--- src/cyk_membership_parser_core_macros.svh ---
// assertion macros shared by the cyk membership parser rtl
// no dependencies; included by files that carry concurrent assertions
`ifndef CYK_MEMBERSHIP_PARSER_CORE_MACROS_SVH
`define CYK_MEMBERSHIP_PARSER_CORE_MACROS_SVH

// same-cycle implication, checked at every rising clock edge outside reset
`define CYK_ASSERT_IMP(lbl, clk, rst, ante, cons, msg) \
   lbl: assert property (@(posedge clk) disable iff (rst) (ante) |-> (cons)) \
      else $error(msg);

// next-cycle implication
`define CYK_ASSERT_NXT(lbl, clk, rst, ante, cons, msg) \
   lbl: assert property (@(posedge clk) disable iff (rst) (ante) |=> (cons)) \
      else $error(msg);

`endif

--- src/cyk_mp_pkg.sv ---
// shared types and constants of the cyk membership parser
// no dependencies; used by every module of the block
`default_nettype none

package cyk_mp_pkg;

   // fixed field widths
   localparam int FUNC_W      = 2;
   localparam int RULE_IDX_W  = 6;
   localparam int VAR_W       = 4;
   localparam int SYM_W       = 4;
   localparam int BIN_CNT_W   = 7;
   localparam int TERM_CNT_W  = 6;
   localparam int CSR_IDX_W   = 1;
   localparam int CSR_DATA_W  = 7;

   // transaction function codes
   localparam logic [FUNC_W-1:0] FUNC_LOAD_BIN  = 2'd0;
   localparam logic [FUNC_W-1:0] FUNC_LOAD_TERM = 2'd1;
   localparam logic [FUNC_W-1:0] FUNC_SYMBOL    = 2'd2;

   // register indexes
   localparam logic [CSR_IDX_W-1:0] CSR_BIN_COUNT  = 1'b0;
   localparam logic [CSR_IDX_W-1:0] CSR_TERM_COUNT = 1'b1;

   typedef enum logic [2:0] {
      ST_IDLE,
      ST_LEAF,
      ST_SPLIT,
      ST_DRAIN,
      ST_WRITE,
      ST_DONE
   } seq_state_type;

   typedef struct packed {
      logic rd_en;
      logic wr_en;
   } chart_cmd_type;

   typedef struct packed {
      logic idle;
      logic full;
   } seq_status_type;

endpackage

`default_nettype wire

--- src/cyk_mp_rules.sv ---
// rule tables with the leaf lookup and the split combine unit
// depends on cyk_mp_pkg for field widths
`default_nettype none

module cyk_mp_rules #(
   parameter int NV  = 16,
   parameter int NT  = 16,
   parameter int NB  = 64,
   parameter int NTR = 32
) (
   input  wire                                   clock,
   input  wire                                   load_bin,
   input  wire                                   load_term,
   input  wire  [cyk_mp_pkg::RULE_IDX_W-1:0]     rule_index,
   input  wire  [cyk_mp_pkg::VAR_W-1:0]          lhs,
   input  wire  [cyk_mp_pkg::VAR_W-1:0]          first,
   input  wire  [cyk_mp_pkg::VAR_W-1:0]          second,
   input  wire  [cyk_mp_pkg::BIN_CNT_W-1:0]      bin_count,
   input  wire  [cyk_mp_pkg::TERM_CNT_W-1:0]     term_count,
   input  wire  [cyk_mp_pkg::SYM_W-1:0]          sym,
   input  wire  [NV-1:0]                         left,
   input  wire  [NV-1:0]                         right,
   output logic [NV-1:0]                         leaf,
   output logic [NV-1:0]                         hit
);

   localparam int XW = (NV > 16) ? NV : 16;

   logic [cyk_mp_pkg::VAR_W-1:0] ba_ff [NB];
   logic [cyk_mp_pkg::VAR_W-1:0] bb_ff [NB];
   logic [cyk_mp_pkg::VAR_W-1:0] bc_ff [NB];
   logic [cyk_mp_pkg::VAR_W-1:0] ta_ff [NTR];
   logic [cyk_mp_pkg::VAR_W-1:0] tt_ff [NTR];

   logic [XW-1:0] left_x;
   logic [XW-1:0] right_x;
   logic [XW-1:0] hit_x;
   logic [XW-1:0] leaf_x;

   always_ff @(posedge clock) begin
      for (int r = 0; r < NB; r++) begin
         if (load_bin && (32'(rule_index) == r)) begin
            ba_ff[r] <= lhs;
            bb_ff[r] <= first;
            bc_ff[r] <= second;
         end
      end
      for (int r = 0; r < NTR; r++) begin
         if (load_term && (32'(rule_index) == r)) begin
            ta_ff[r] <= lhs;
            tt_ff[r] <= first;
         end
      end
   end

   // leaf: every terminal rule whose terminal matches the symbol
   always_comb begin
      leaf_x = '0;
      for (int r = 0; r < NTR; r++) begin
         if ((32'(term_count) > r) && (32'(ta_ff[r]) < NV) && (32'(tt_ff[r]) < NT) &&
             (tt_ff[r] == sym)) begin
            leaf_x[ta_ff[r]] = 1'b1;
         end
      end
   end

   // one split: every binary rule checked against the left and right cells
   always_comb begin
      left_x  = XW'(left);
      right_x = XW'(right);
      hit_x   = '0;
      for (int r = 0; r < NB; r++) begin
         if ((32'(bin_count) > r) && (32'(ba_ff[r]) < NV) && (32'(bb_ff[r]) < NV) &&
             (32'(bc_ff[r]) < NV) && left_x[bb_ff[r]] && right_x[bc_ff[r]]) begin
            hit_x[ba_ff[r]] = 1'b1;
         end
      end
   end

   assign leaf = leaf_x[NV-1:0];
   assign hit  = hit_x[NV-1:0];

endmodule

`default_nettype wire

--- config.mk ---
export PLATFORM = sky130hd
export DESIGN_NAME = cyk_mp_rules
export DESIGN_NICKNAME = d
export VERILOG_FILES = /design/src/cyk_membership_parser_core_macros.svh /design/src/cyk_mp_pkg.sv /design/src/cyk_mp_rules.sv
export SDC_FILE = /design/constraint.sdc
export NUM_CORES = 2
export LEC_CHECK = 0
export BUFFER_PORTS_ARGS = -buffer_cell sky130_fd_sc_hd__buf_2
export CORE_ASPECT_RATIO = 1.5
export CORE_MARGIN = 2
export CORE_UTILIZATION = 45
export CTS_CLUSTER_SIZE = 8
export DETAILED_ROUTE_END_ITERATION = 10
export GPL_TIMING_DRIVEN = 0
export HOLD_SLACK_MARGIN = 0.08
export PLACE_DENSITY = 0.68
export SLEW_MARGIN = 5
export SYNTH_ARGS = -nofsm -noshare
export SYNTH_HDL_FRONTEND = slang
export SYNTH_SLANG_ARGS = --single-unit
--- constraint.sdc ---
create_clock -name clock -period 3.9 [get_ports clock]
set_input_delay 0.78 -clock clock [delete_from_list [all_inputs] [get_ports clock]]
set_output_delay 0.78 -clock clock [all_outputs]
set_load 0.05 [all_outputs]
==> results of run 1 <==
-- kinds of logic after synthesis --
group           after synthesis
simple gates               2502
buf+inv                     504
mux                         844
xor+xnor                    128
flops                      1024
compound gates             1031
-- through the flow --
step                      utilization  hold WS [ns]  instances  setup TNS (ns)
after floorplan                     -         0.879       6033           -3.43
after global placement          0.478          1.52       8068         -114.11
after detailed placement        0.493          1.24       8182          -82.85
after CTS                       0.584         0.384       8655          -26.20
-- per-layer routing --
metal | overflow | GRT usage
met4 | 1539 | 0.884
met1 | 85 | 0.791
met3 | 81 | 0.649
met5 | 10 | 0.263
met2 | 4447 | 1.07
-- Yosys cell counts, types with 126 or more instances --
cell type  count  area share
edfxtp_1    1024        0.45
nor2_1       402       0.022
nand2_1      401       0.022
mux4_2       343        0.11
mux2i_1      326       0.048
clkbuf_1     295       0.016
nand3_1      286       0.021
nor2b_1      260       0.024
nand4_1      250       0.023
nand2b_1     197       0.018
mux2_2       164       0.027
a22oi_1      126       0.014
nor3_1       126      0.0092
nor4_1       126       0.012
-- timing repair --
action	in CTS
resized for setup	1375
pin swaps	325
setup endpoints to repair	32
setup buffers	339
gates cloned	1
==> reports/metrics.yaml, run 1 <==
logic_synthesis:
  yosys_warnings: 0
  synth_fp_nets: 6103
  syn_area_um2: 68300
  synth_edf_count: 1024
  synth_fa_ha_area_frac: 0
  async_flop_share: 0
  synth-simple-area-share: 0.200
  synth_compound_area_frac: 0.114
  ys_seq_area_frac: 0.450
  syn_inst: 6033
  synth_xor_area_frac: 0.0164
  synth_mux_area_frac: 0.191
  ys_ff_latch: 1024
  avgSynthCellArea_um2: 11.3
  synth_ff_type: "edfxtp_1"
  synth_top_family_by_area: "simple AND/OR/NAND/NOR gates"
  synth.distinct_cells: 94
clocking:
  cts_made_buffers: 146
  h-tree-depth: 4
  clock_path_buffers: 3
  clock-root-buffer: "clkbuf_16"
  cts_sinks: 1024
  holdBufCountCts: 0
global_route:
  grt_overflow: 6162
  grt_max_degree: 66
  grt_pass1_vias: 90900
  grt_pass1_wl_um: 940000
  grt_usage: 0.837
placed_design:
  placed_area_um2: 74500
  port_buffers: 88
  place_congestion: 1.28
  place_ws_ns: -3.51
  dpl.hpwl_um: 388000
floorplan:
  fp-row-count: 175
  fp.dieH_um: 481
  io_pins: 102
  die_x_um: 322
  start_util: 0.452
outcome:
  tool.error: "[ERROR GRT-0116] Global routing finished with congestion. Check the congestion regions in the DRC Viewer."
  lastStage: "global routing"
  status: "did not finish"
==> run 2: changes to the inputs <==
--- a/config.mk
+++ b/config.mk
@@ -6,14 +6,11 @@
 export NUM_CORES = 2
 export LEC_CHECK = 0
 export BUFFER_PORTS_ARGS = -buffer_cell sky130_fd_sc_hd__buf_2
-export CORE_ASPECT_RATIO = 1.5
 export CORE_MARGIN = 2
-export CORE_UTILIZATION = 45
-export CTS_CLUSTER_SIZE = 8
+export CORE_UTILIZATION = 30
 export DETAILED_ROUTE_END_ITERATION = 10
 export GPL_TIMING_DRIVEN = 0
-export HOLD_SLACK_MARGIN = 0.08
-export PLACE_DENSITY = 0.68
+export PLACE_DENSITY_LB_ADDON = 0.15
 export SLEW_MARGIN = 5
 export SYNTH_ARGS = -nofsm -noshare
 export SYNTH_HDL_FRONTEND = slang
==> constraint.sdc (replaced) <==
create_clock -name clock -period 5.05 [get_ports clock]
set_input_delay 1.01 -clock clock [delete_from_list [all_inputs] [get_ports clock]]
set_output_delay 1.01 -clock clock [all_outputs]
set_load 0.05 [all_outputs]
==> run 2 against run 1 <==
Effect of this change: the flow now finishes, with violations (max-capacitance violations, max-slew violations, negative setup slack); synthesized cell count did not move; synthesized area did not move.
==> reports/metrics.yaml, run 2 <==
clocking:
  cts_tree: "built"
  cts_sinks: 1024  # unchanged
  clock-root-buffer: "clkbuf_16"
  cts_made_buffers: 134  # -8.2%
  path_clk_slew_ns: 0.06
  clock_path_buffers: 3  # unchanged
  h-tree-depth: 4  # unchanged
global_route:
  antenna_found_initial: 40
  grt_max_degree: 66
  grt_pass1_wl_um: 646000
  grt_pass1_vias: 61500
  grt_usage: 0.429
  grt_overflow: 0
min_path:
  min_path_type: "in2reg"
  min-delay-start: "second[2]"
  hold_path_depth: 1
pwr:
  power.internal_mw: 16.6
  clock_power_share: 0.438
  sequentialPowerShare: 0.406
  ir_drop_mv: 0.306
  power_switching_mw: 6.69
  leakage_nw: 30.8
  switching_share: 0.287
  p_total_mw: 23.3
  power.density_nw_per_um2: 252
  p_comb_frac: 0.156
logic_synthesis:
  async_flop_share: 0  # unchanged
  synth_compound_area_frac: 0.114  # unchanged
  synth_mux_area_frac: 0.191  # unchanged
  ys_seq_area_frac: 0.450  # unchanged
  yosys_warnings: 0  # unchanged
  synthTopCellsByArea: "edfxtp_1 (45%), mux4_2 (11%), mux2i_1 (4.8%), mux2_2 (2.7%), nor2b_1 (2.4%)"
  synth_ff_type: "edfxtp_1"
  avgSynthCellArea_um2: 11.3  # unchanged
  ys_ff_latch: 1024  # unchanged
  yosys.area.top_type: "edfxtp_1"
  synth_xor_area_frac: 0.0164  # unchanged
  synth_most_common_cell: "edfxtp_1"
  syn_inst: 6033  # unchanged
  syn_area_um2: 68300  # unchanged
  synth_fp_nets: 6103  # unchanged
  synth_fa_ha_area_frac: 0  # unchanged
  synth-simple-area-share: 0.200  # unchanged
  yosys.area.top_type_share: 0.450  # unchanged
  synth_common_cells: "edfxtp_1 (1024), nor2_1 (402), nand2_1 (401)"
  synth_edf_count: 1024  # unchanged
  synth_top_family_by_area: "simple AND/OR/NAND/NOR gates"
  synth.distinct_cells: 94  # unchanged
placed_design:
  dpl.cell_count: 9265  # +13%
  place_congestion: 1.07  # -16%
  port_buffers: 88  # unchanged
  place_ws_ns: -3.61  # -0.102 ns
  dpl.hpwl_um: 401000  # +3.2%
  placed_area_um2: 75500  # +1.3%
cells_and_area:
  syn_to_final_growth_pct: 35.4
  reg_top3: "ba_ff (256), bb_ff (256), bc_ff (256)"
  final_cells: 9997
  nets: 6921
  finish.instance_area_um2: 92500
  drive_above_1_share: 0.338
  final_cell_mix: "edfxtp_1 (1024), buf_4 (430), nand2_1 (389)"
  fill_cells: 21500
  multi_input_area_um2: 40400
  mostFrequentLayoutCell: "edfxtp_1"
  final_util: 0.408
  area.sequential_um2: 30700
outcome:
  status: "finished, violations left"
  violations: "max-capacitance violations, max-slew violations, negative setup slack"
timing:
  setup-violations-final: 23
  hold_violations: 0
  whs_ns: 0.564
  tightest_slew_ns: 1.52
  fin_ws_ns: -0.822
  slew_violations: 10
  period_needed_ns: 5.87
  min_period_over_period: 1.16
  fin_setup_tns_ns: -10.83
  rsz0062_at_grt: "true"
  fmax_mhz: 170
  slew_headroom: -0.0170
floorplan:
  dieArea_um2: 232000
  io_pins: 102  # unchanged
  start_util: 0.301  # -0.151
  fp-row-count: 175  # unchanged
  core_um2: 227000
  die_x_um: 481  # +49%
  fp.dieH_um: 481  # unchanged
setup_path:
  crit_start: "left[2]"
  worstPathMaxFanout: 11
  end_kind: "output port"
  worstSetupPathType: "in2out"
  arrival_ns: 4.86
  cp-start-kind: "input pin"
  cp_data_required_time_ns: 4.04
route:
  drt_iter0_drc: 9101
  firstDrtPassIters: 8
  wire_per_inst_um: 50.9
  finalWirelength_um: 509000
  routed_via_density: 6.61
  drtAntennaViolNets: 0
  vias: 66100
  drc_errors: 0
flow_run:
  maxCapViolCount: 2
## run 2: cell type report
class,count,area share
Antenna cell,32,0.000866
Clock inverter,84,0.0122
Sequential cell,1024,0.332
Multi-Input combinational cell,4505,0.437
Clock buffer,157,0.0372
Inverter,119,0.00487
Timing Repair Buffer,709,0.0818
Buffer,358,0.0530
Tap cell,3009,0.0407
## run 2: path summary, 6_finish.rpt
path / slack (ns) / to
worst min-delay path: 0.56 / bc_ff[9][2]
worst max-delay path: -0.82 / hit[0]
## run 2: timing repair
action / in CTS / in global routing
buffers inserted: 356 / 112
pin swaps: 206 / 78
cloned: 14 / 6
setup endpoints to repair: 32 / 31
hold buffers: 0 / 0
resized for setup: 1559 / 145
## run 2: power by group through the flow
stage | logic [mW] | clock network, mW | registers (mW)
6_report | 3.63 | 10.2 | 9.48
5_1_grt | 3.63 | 10.6 | 9.48
4_1_cts | 3.39 | 10.3 | 9.47
3_5_place_dp | 2.61 | 0 | 9.65
3_3_place_gp | 2.48 | 0 | 9.67
2_1_floorplan | 1.13 | 0 | 9.63
## run 2: cells by family (layout without fill, tap and decap cells)
kind of cell	after synthesis	in the layout
multiplexers	844	844
flip-flops	1024	1024
other	0	32
buffers and inverters	504	1427
XOR/XNOR	128	128
AND/OR/NAND/NOR	2502	2502
AO/OA/AOI/OAI	1031	1031
## run 2: critical path: stages
cell and delay [ns]:
buf_12 0.13, clkbuf_16 0.16, clkbuf_16 0.16, mux4_2 0.46, mux2_4 0.29, mux2i_4 0.34
a21oi_4 0.05, clkbuf_16 0.21, clkbuf_16 0.17, a31oi_4 0.32, o211ai_1 0.35, nor4_4 0.66
nand4_1 0.26, buf_6 0.23
## run 2: per-layer routing
layer / part of all wire / global-route usage
met1: 0.36 / 0.499
met3: 0.11 / 0.135
met5: 0.00052 / 0.000207
met2: 0.43 / 0.644
met4: 0.10 / 0.359
Note: power is estimated with default switching activity, not from simulation.
