==> config.mk <==
export PLATFORM = sky130hd
export DESIGN_NAME = cyk_mp_seq
export DESIGN_NICKNAME = d
export VERILOG_FILES = /design/src/cyk_membership_parser_core_macros.svh /design/src/cyk_mp_pkg.sv /design/src/cyk_mp_seq.sv
export SDC_FILE = /design/constraint.sdc
export NUM_CORES = 1
export LEC_CHECK = 0
export ABC_AREA = 1
export ABC_CLOCK_PERIOD_IN_PS = 4800
export BUFFER_PORTS_ARGS = -buffer_cell sky130_fd_sc_hd__buf_2
export CELL_PAD_IN_SITES_DETAIL_PLACEMENT = 1
export CELL_PAD_IN_SITES_GLOBAL_PLACEMENT = 1
export CORE_ASPECT_RATIO = 0.9
export CORE_MARGIN = 1
export CORE_UTILIZATION = 37
export DETAILED_ROUTE_END_ITERATION = 16
export PLACE_DENSITY_LB_ADDON = 0.1
export SLEW_MARGIN = 20
export SYNTH_ARGS = -nofsm -noshare
export SYNTH_HDL_FRONTEND = slang
export SYNTH_SLANG_ARGS = --single-unit
==> constraint.sdc <==
create_clock -name clock -period 4.8 [get_ports clock]
set_input_delay 0.24 -clock clock [delete_from_list [all_inputs] [get_ports clock]]
set_output_delay 0.24 -clock clock [all_outputs]
set_load 0.02 [all_outputs]
==> src/cyk_membership_parser_core_macros.svh <==
// assertion macros shared by the cyk membership parser rtl
// no dependencies; included by files that carry concurrent assertions
`ifndef CYK_MEMBERSHIP_PARSER_CORE_MACROS_SVH
`define CYK_MEMBERSHIP_PARSER_CORE_MACROS_SVH

// same-cycle implication, checked at every rising clock edge outside reset
`define CYK_ASSERT_IMP(lbl, clk, rst, ante, cons, msg) \
   lbl: assert property (@(posedge clk) disable iff (rst) (ante) |-> (cons)) \
      else $error(msg);

// next-cycle implication
`define CYK_ASSERT_NXT(lbl, clk, rst, ante, cons, msg) \
   lbl: assert property (@(posedge clk) disable iff (rst) (ante) |=> (cons)) \
      else $error(msg);

`endif

==> src/cyk_mp_pkg.sv <==
// shared types and constants of the cyk membership parser
// no dependencies; used by every module of the block
`default_nettype none

package cyk_mp_pkg;

   // fixed field widths
   localparam int FUNC_W      = 2;
   localparam int RULE_IDX_W  = 6;
   localparam int VAR_W       = 4;
   localparam int SYM_W       = 4;
   localparam int BIN_CNT_W   = 7;
   localparam int TERM_CNT_W  = 6;
   localparam int CSR_IDX_W   = 1;
   localparam int CSR_DATA_W  = 7;

   // transaction function codes
   localparam logic [FUNC_W-1:0] FUNC_LOAD_BIN  = 2'd0;
   localparam logic [FUNC_W-1:0] FUNC_LOAD_TERM = 2'd1;
   localparam logic [FUNC_W-1:0] FUNC_SYMBOL    = 2'd2;

   // register indexes
   localparam logic [CSR_IDX_W-1:0] CSR_BIN_COUNT  = 1'b0;
   localparam logic [CSR_IDX_W-1:0] CSR_TERM_COUNT = 1'b1;

   typedef enum logic [2:0] {
      ST_IDLE,
      ST_LEAF,
      ST_SPLIT,
      ST_DRAIN,
      ST_WRITE,
      ST_DONE
   } seq_state_type;

   typedef struct packed {
      logic rd_en;
      logic wr_en;
   } chart_cmd_type;

   typedef struct packed {
      logic idle;
      logic full;
   } seq_status_type;

endpackage

`default_nettype wire

==> src/cyk_mp_seq.sv <==
// sequencer: walks spans and splits of the chart, holds position and result
// depends on cyk_mp_pkg for state, command and status types
`default_nettype none

module cyk_mp_seq #(
   parameter int MAXL = 32,
   parameter int LW   = 5,
   parameter int CW   = 16
) (
   input  wire                              clock,
   input  wire                              reset,
   input  wire                              sym_valid,
   input  wire  [cyk_mp_pkg::SYM_W-1:0]     sym_in_data,
   input  wire                              last_in_data,
   input  wire  [CW-1:0]                    leaf,
   input  wire  [CW-1:0]                    hit,
   input  wire                              rsp_ready,
   output logic [cyk_mp_pkg::SYM_W-1:0]     sym,
   output cyk_mp_pkg::chart_cmd_type        cmd,
   output logic [2*LW-1:0]                  wr_addr,
   output logic [CW-1:0]                    wr_data,
   output logic [2*LW-1:0]                  rd_addr_a,
   output logic [2*LW-1:0]                  rd_addr_b,
   output cyk_mp_pkg::seq_status_type       status,
   output logic                             rsp_valid,
   output logic                             rsp_accepted,
   output logic                             rsp_overflow
);

   localparam int PW = $clog2(MAXL + 1);

   cyk_mp_pkg::seq_state_type state_ff, state_in;

   logic [PW-1:0]               pos_ff, pos_in;
   logic                        ovf_ff, ovf_in;
   logic [LW-1:0]               p_ff, p_in;
   logic [LW-1:0]               j_ff, j_in;
   logic [LW-1:0]               m_ff, m_in;
   logic [cyk_mp_pkg::SYM_W-1:0] sym_ff, sym_in;
   logic                        last_ff, last_in;
   logic                        top_ff, top_in;
   logic [CW-1:0]               acc_ff, acc_in;
   logic                        rdv_ff, rdv_in;
   logic                        rsp_valid_ff, rsp_valid_in;
   logic                        rsp_acc_ff, rsp_acc_in;
   logic                        rsp_ovf_ff, rsp_ovf_in;
   logic                        full;
   logic                        rsp_free;

   assign full     = (pos_ff == PW'(MAXL));
   assign rsp_free = !rsp_valid_ff || rsp_ready;

   // next state
   always_comb begin
      state_in = state_ff;
      case (state_ff)
         cyk_mp_pkg::ST_IDLE: begin
            if (sym_valid) begin
               if (!full) begin
                  state_in = cyk_mp_pkg::ST_LEAF;
               end else if (last_in_data) begin
                  state_in = cyk_mp_pkg::ST_DONE;
               end
            end
         end
         cyk_mp_pkg::ST_LEAF: begin
            if (p_ff != '0) begin
               state_in = cyk_mp_pkg::ST_SPLIT;
            end else if (last_ff) begin
               state_in = cyk_mp_pkg::ST_DONE;
            end else begin
               state_in = cyk_mp_pkg::ST_IDLE;
            end
         end
         cyk_mp_pkg::ST_SPLIT: begin
            if (m_ff == LW'(p_ff - 1'b1)) begin
               state_in = cyk_mp_pkg::ST_DRAIN;
            end
         end
         cyk_mp_pkg::ST_DRAIN: begin
            state_in = cyk_mp_pkg::ST_WRITE;
         end
         cyk_mp_pkg::ST_WRITE: begin
            if (j_ff != '0) begin
               state_in = cyk_mp_pkg::ST_SPLIT;
            end else if (last_ff) begin
               state_in = cyk_mp_pkg::ST_DONE;
            end else begin
               state_in = cyk_mp_pkg::ST_IDLE;
            end
         end
         cyk_mp_pkg::ST_DONE: begin
            if (rsp_free) begin
               state_in = cyk_mp_pkg::ST_IDLE;
            end
         end
         default: begin
            state_in = cyk_mp_pkg::ST_IDLE;
         end
      endcase
   end

   // outputs towards the chart
   always_comb begin
      cmd       = '0;
      wr_addr   = {j_ff, p_ff};
      wr_data   = acc_ff;
      rd_addr_a = {j_ff, m_ff};
      rd_addr_b = {LW'(m_ff + 1'b1), p_ff};
      case (state_ff)
         cyk_mp_pkg::ST_LEAF: begin
            cmd.wr_en = 1'b1;
            wr_addr   = {p_ff, p_ff};
            wr_data   = leaf;
         end
         cyk_mp_pkg::ST_SPLIT: begin
            cmd.rd_en = 1'b1;
         end
         cyk_mp_pkg::ST_WRITE: begin
            cmd.wr_en = 1'b1;
         end
         default: begin
            cmd = '0;
         end
      endcase
   end

   // datapath next values
   always_comb begin
      pos_in       = pos_ff;
      ovf_in       = ovf_ff;
      p_in         = p_ff;
      j_in         = j_ff;
      m_in         = m_ff;
      sym_in       = sym_ff;
      last_in      = last_ff;
      top_in       = top_ff;
      acc_in       = rdv_ff ? (acc_ff | hit) : acc_ff;
      rdv_in       = (state_ff == cyk_mp_pkg::ST_SPLIT);
      rsp_valid_in = rsp_valid_ff && !rsp_ready;
      rsp_acc_in   = rsp_acc_ff;
      rsp_ovf_in   = rsp_ovf_ff;
      case (state_ff)
         cyk_mp_pkg::ST_IDLE: begin
            if (sym_valid) begin
               last_in = last_in_data;
               if (full) begin
                  ovf_in = 1'b1;
               end else begin
                  p_in   = pos_ff[LW-1:0];
                  sym_in = sym_in_data;
               end
            end
         end
         cyk_mp_pkg::ST_LEAF: begin
            pos_in = PW'(pos_ff + 1'b1);
            j_in   = LW'(p_ff - 1'b1);
            m_in   = LW'(p_ff - 1'b1);
            acc_in = '0;
            if (p_ff == '0) begin
               top_in = leaf[0];
            end
         end
         cyk_mp_pkg::ST_SPLIT: begin
            m_in = LW'(m_ff + 1'b1);
         end
         cyk_mp_pkg::ST_WRITE: begin
            j_in   = LW'(j_ff - 1'b1);
            m_in   = LW'(j_ff - 1'b1);
            acc_in = '0;
            if (j_ff == '0) begin
               top_in = acc_ff[0];
            end
         end
         cyk_mp_pkg::ST_DONE: begin
            if (rsp_free) begin
               rsp_valid_in = 1'b1;
               rsp_acc_in   = !ovf_ff && top_ff;
               rsp_ovf_in   = ovf_ff;
               pos_in       = '0;
               ovf_in       = 1'b0;
            end
         end
         default: begin
            pos_in = pos_ff;
         end
      endcase
   end

   always_ff @(posedge clock) begin
      if (reset) begin
         state_ff     <= cyk_mp_pkg::ST_IDLE;
         pos_ff       <= '0;
         ovf_ff       <= 1'b0;
         rdv_ff       <= 1'b0;
         rsp_valid_ff <= 1'b0;
      end else begin
         state_ff     <= state_in;
         pos_ff       <= pos_in;
         ovf_ff       <= ovf_in;
         rdv_ff       <= rdv_in;
         rsp_valid_ff <= rsp_valid_in;
      end
      p_ff       <= p_in;
      j_ff       <= j_in;
      m_ff       <= m_in;
      sym_ff     <= sym_in;
      last_ff    <= last_in;
      top_ff     <= top_in;
      acc_ff     <= acc_in;
      rsp_acc_ff <= rsp_acc_in;
      rsp_ovf_ff <= rsp_ovf_in;
   end

   assign sym          = sym_ff;
   assign status.idle  = (state_ff == cyk_mp_pkg::ST_IDLE);
   assign status.full  = full;
   assign rsp_valid    = rsp_valid_ff;
   assign rsp_accepted = rsp_acc_ff;
   assign rsp_overflow = rsp_ovf_ff;

endmodule

`default_nettype wire

==> flow_summary.toml <==
[global_route]
grt_max_degree = 32
grt_pass1_wl_um = 11600
grt_pass1_vias = 2433
grt_usage_pct = 19.7
grt-ovfl-total = 0
antenna_found_initial = 0

[final_layout]
drive_above_1_share_pct = 29.5
finish.utilization_pct = 48.0
n_antenna_cell = 0
syn_to_final_growth_pct = 22.6
fin_nets = 475
fin_cells = 520

[floorplanning]
die_w_um = 91.2
coreArea_um2 = 6760
start_util_pct = 39.2
die_area_um2 = 7500
io_pins = 98
die_h_um = 82.3
row_count = 28

[route]
wl_per_cell_um = 13.8
wl_um = 7190
drtAntennaViolNets = 0
drtPass1Iterations = 4
drc_errors = 0
dr.first_iter.drc_count = 67
vias = 2501
vias_per_cell = 4.81

[place]
io_buffer_count = 97
hpwl_um = 5660
dp_cells = 512
gp_congestion = 0.731

[power]
p_per_area_nw_per_um2 = 706
internal_power_w = 0.00116
combPwrFrac_pct = 53.7
fin_total_pwr_w = 0.00229
seqPwrFrac_pct = 34.5
p_clk_share_pct = 11.8
swShare_pct = 49.4
power.leakage_nw = 1.55
peakVddDrop_uv = 298
p_switching_w = 0.00113

[sta]
setup_viol = 0
fin_crit_ns = 2.82
slew_viol_final = 0
worst_clock_skew_ns = 0.0114
tightest_slew_ns = 0.658
hold_viol_final = 0
max_clock_freq_mhz = 354
relSlewSlack_pct = 56.1
post-route-period-util_pct = 58.8
rsz0062_at_grt = "no"
fin_hold_ws_ns = 0.101
tns_ns = 0

[synth]
synthCells = 340
syn_area_um2 = 2650
synth.avg_cell_area_um2 = 7.79
ys.flop_type = "dfxtp_1"
ys_ff_latch = 51
synth.distinct_cells = 32
synth_edf_count = 23
ys_seq_area_share_pct = 47.2
yosys_warnings = 0
synthesis.nets = 386
synthArstFlopShare_pct = 0

[cts]
cts_hold_buffers = 0
cts_tree = "built"
cts-root-buf = "clkbuf_8"
clkSinkCount = 51
cts.repair.resized = 0
cts.htree.levels = 2
clk_pin_slew_worst_paths_ns = 0.10
cts_buffer_depth = 2
cts_post_setup_buffers_inserted = 0
clk_latency_ns = 0.31
cts_made_buffers = 5

[setup_path]
arrival_ns = 2.58
path_cells = "inv_1, nor3_4, buf_4, inv_1, nand2_2, buf_2"
crit_path_frequent_cell = "inv_1"
end_kind = "output pin"
cp_num_buf_inv = 4
cp_data_required_time_ns = 4.56
slowest_stage = "dfxtp_1"
critPathTopFamily = "buffers and inverters"
critPathKind = "flip-flop to output pin"
critPathLaunchType = "flip-flop"
critPathMaxStageDelay_ns = 0.53
worstPathMaxFanout = 31

[min_path]
hold_class = "primary input to flip-flop"

[job]
drv_cap = 0

[status]
status = "finished clean"
==> path summary, 6_finish.rpt <==
kind                                startpoint            to  slack, ns  depth (start not counted)
worst max-delay path               state_ff[0]        cmd[0]       1.98                          6
worst min-delay path            sym_in_data[3]        sym[3]       0.10                          1
worst max register to register     state_ff[0]        top_ff       2.27                          6
worst min register to register          ovf_ff  rsp_overflow       0.47                          0
==> per-stage QoR <==
step	cell area (µm²)	setup WS, ns
finish	3250	1.98
detailed placement	3150	2.25
global route	3250	1.75
global placement	3150	2.31
CTS	3250	1.93
floorplan	2650	3.02
==> power by group through the flow <==
stage / Clock, W / Sequential, W / Combinational [W]
5_1_grt: 0.000288 / 0.000818 / 0.00137
3_3_place_gp: 0 / 0.000791 / 0.00123
4_1_cts: 0.000277 / 0.000793 / 0.00125
3_5_place_dp: 0 / 0.000801 / 0.00125
6_report: 0.000270 / 0.000791 / 0.00123
2_1_floorplan: 0 / 0.000817 / 0.000847
==> placed cells by master (no fill, tap or decap), drive strengths merged <==
cell,synthesis,final
a211oi,2,2
edfxtp,23,23
ha,5,5
dfxtp,28,28
xnor2,2,2
nand2,97,97
buf,15,99
nor2,48,48
a31oi,1,1
clkinv,0,1
clkinvlp,0,1
nand3,22,22
nor3b,1,1
or2,2,2
a21oi,24,24
o211ai,3,3
xor2,1,1
o21ai,16,16
inv,36,36
o221ai,1,1
clkbuf,2,6
nand4,2,2
nand3b,1,1
nor3,7,7
and3,1,1
==> area by class of cell <==
type	instances	area, µm²
well taps	90	113
fillers	888	3510
repair buffers	99	500
clock buffers	6	82.6
inverters	36	135
multi-input cells	236	1150
flip-flops and latches	51	1250
clock inverters	2	16.3
==> worst reg2reg max path, cell delays in order, from the launching register on <==
cell and delay (ns):
dfxtp_1 0.53, inv_1 0.15, nor3_4 0.12, buf_4 0.32, inv_1 0.40, nand2_2 0.50
and3_1 0.24
==> per-layer routing <==
metal / global-route usage (%) / wire length [µm]
met1: 24.2 / 3340
met2: 35.3 / 3390
met3: 4.03 / 382
met4: 6.03 / 73
met5: 0 / 0
==> synth_stat cells, types with 4 or more instances <==
cell      number  area (µm²)
nor2_2         6        37.5
o21ai_0       16        80.1
dfxtp_1       28         561
edfxtp_1      23         691
a21oi_1       23         115
buf_4         10        75.1
nor3_1         5        25.0
nand2_1       94         353
nor2_1        42         158
ha_1           5        62.6
nand3_1       19        95.1
inv_1         33         124
buf_2          4        20.0
==> sequential cells by signal, indices dropped and copies added (netlist names), 3 cells and up <==
register	flops
pos_ff	6
j_ff	5
m_ff	5
acc_ff	16
sym	4
state_ff	3
p_ff	5
==> cells by family (layout without fill, tap and decap cells) <==
family | after synthesis | after routing | share of synthesized area [%]
simple gates | 181 | 181 | 30.3
buf+inv | 53 | 143 | 9.40
flops | 51 | 51 | 47.2
compound gates | 47 | 47 | 9.68
fa+ha+maj | 5 | 5 | 2.36
xor+xnor | 3 | 3 | 0.992
(Power assumes the default switching activity.)
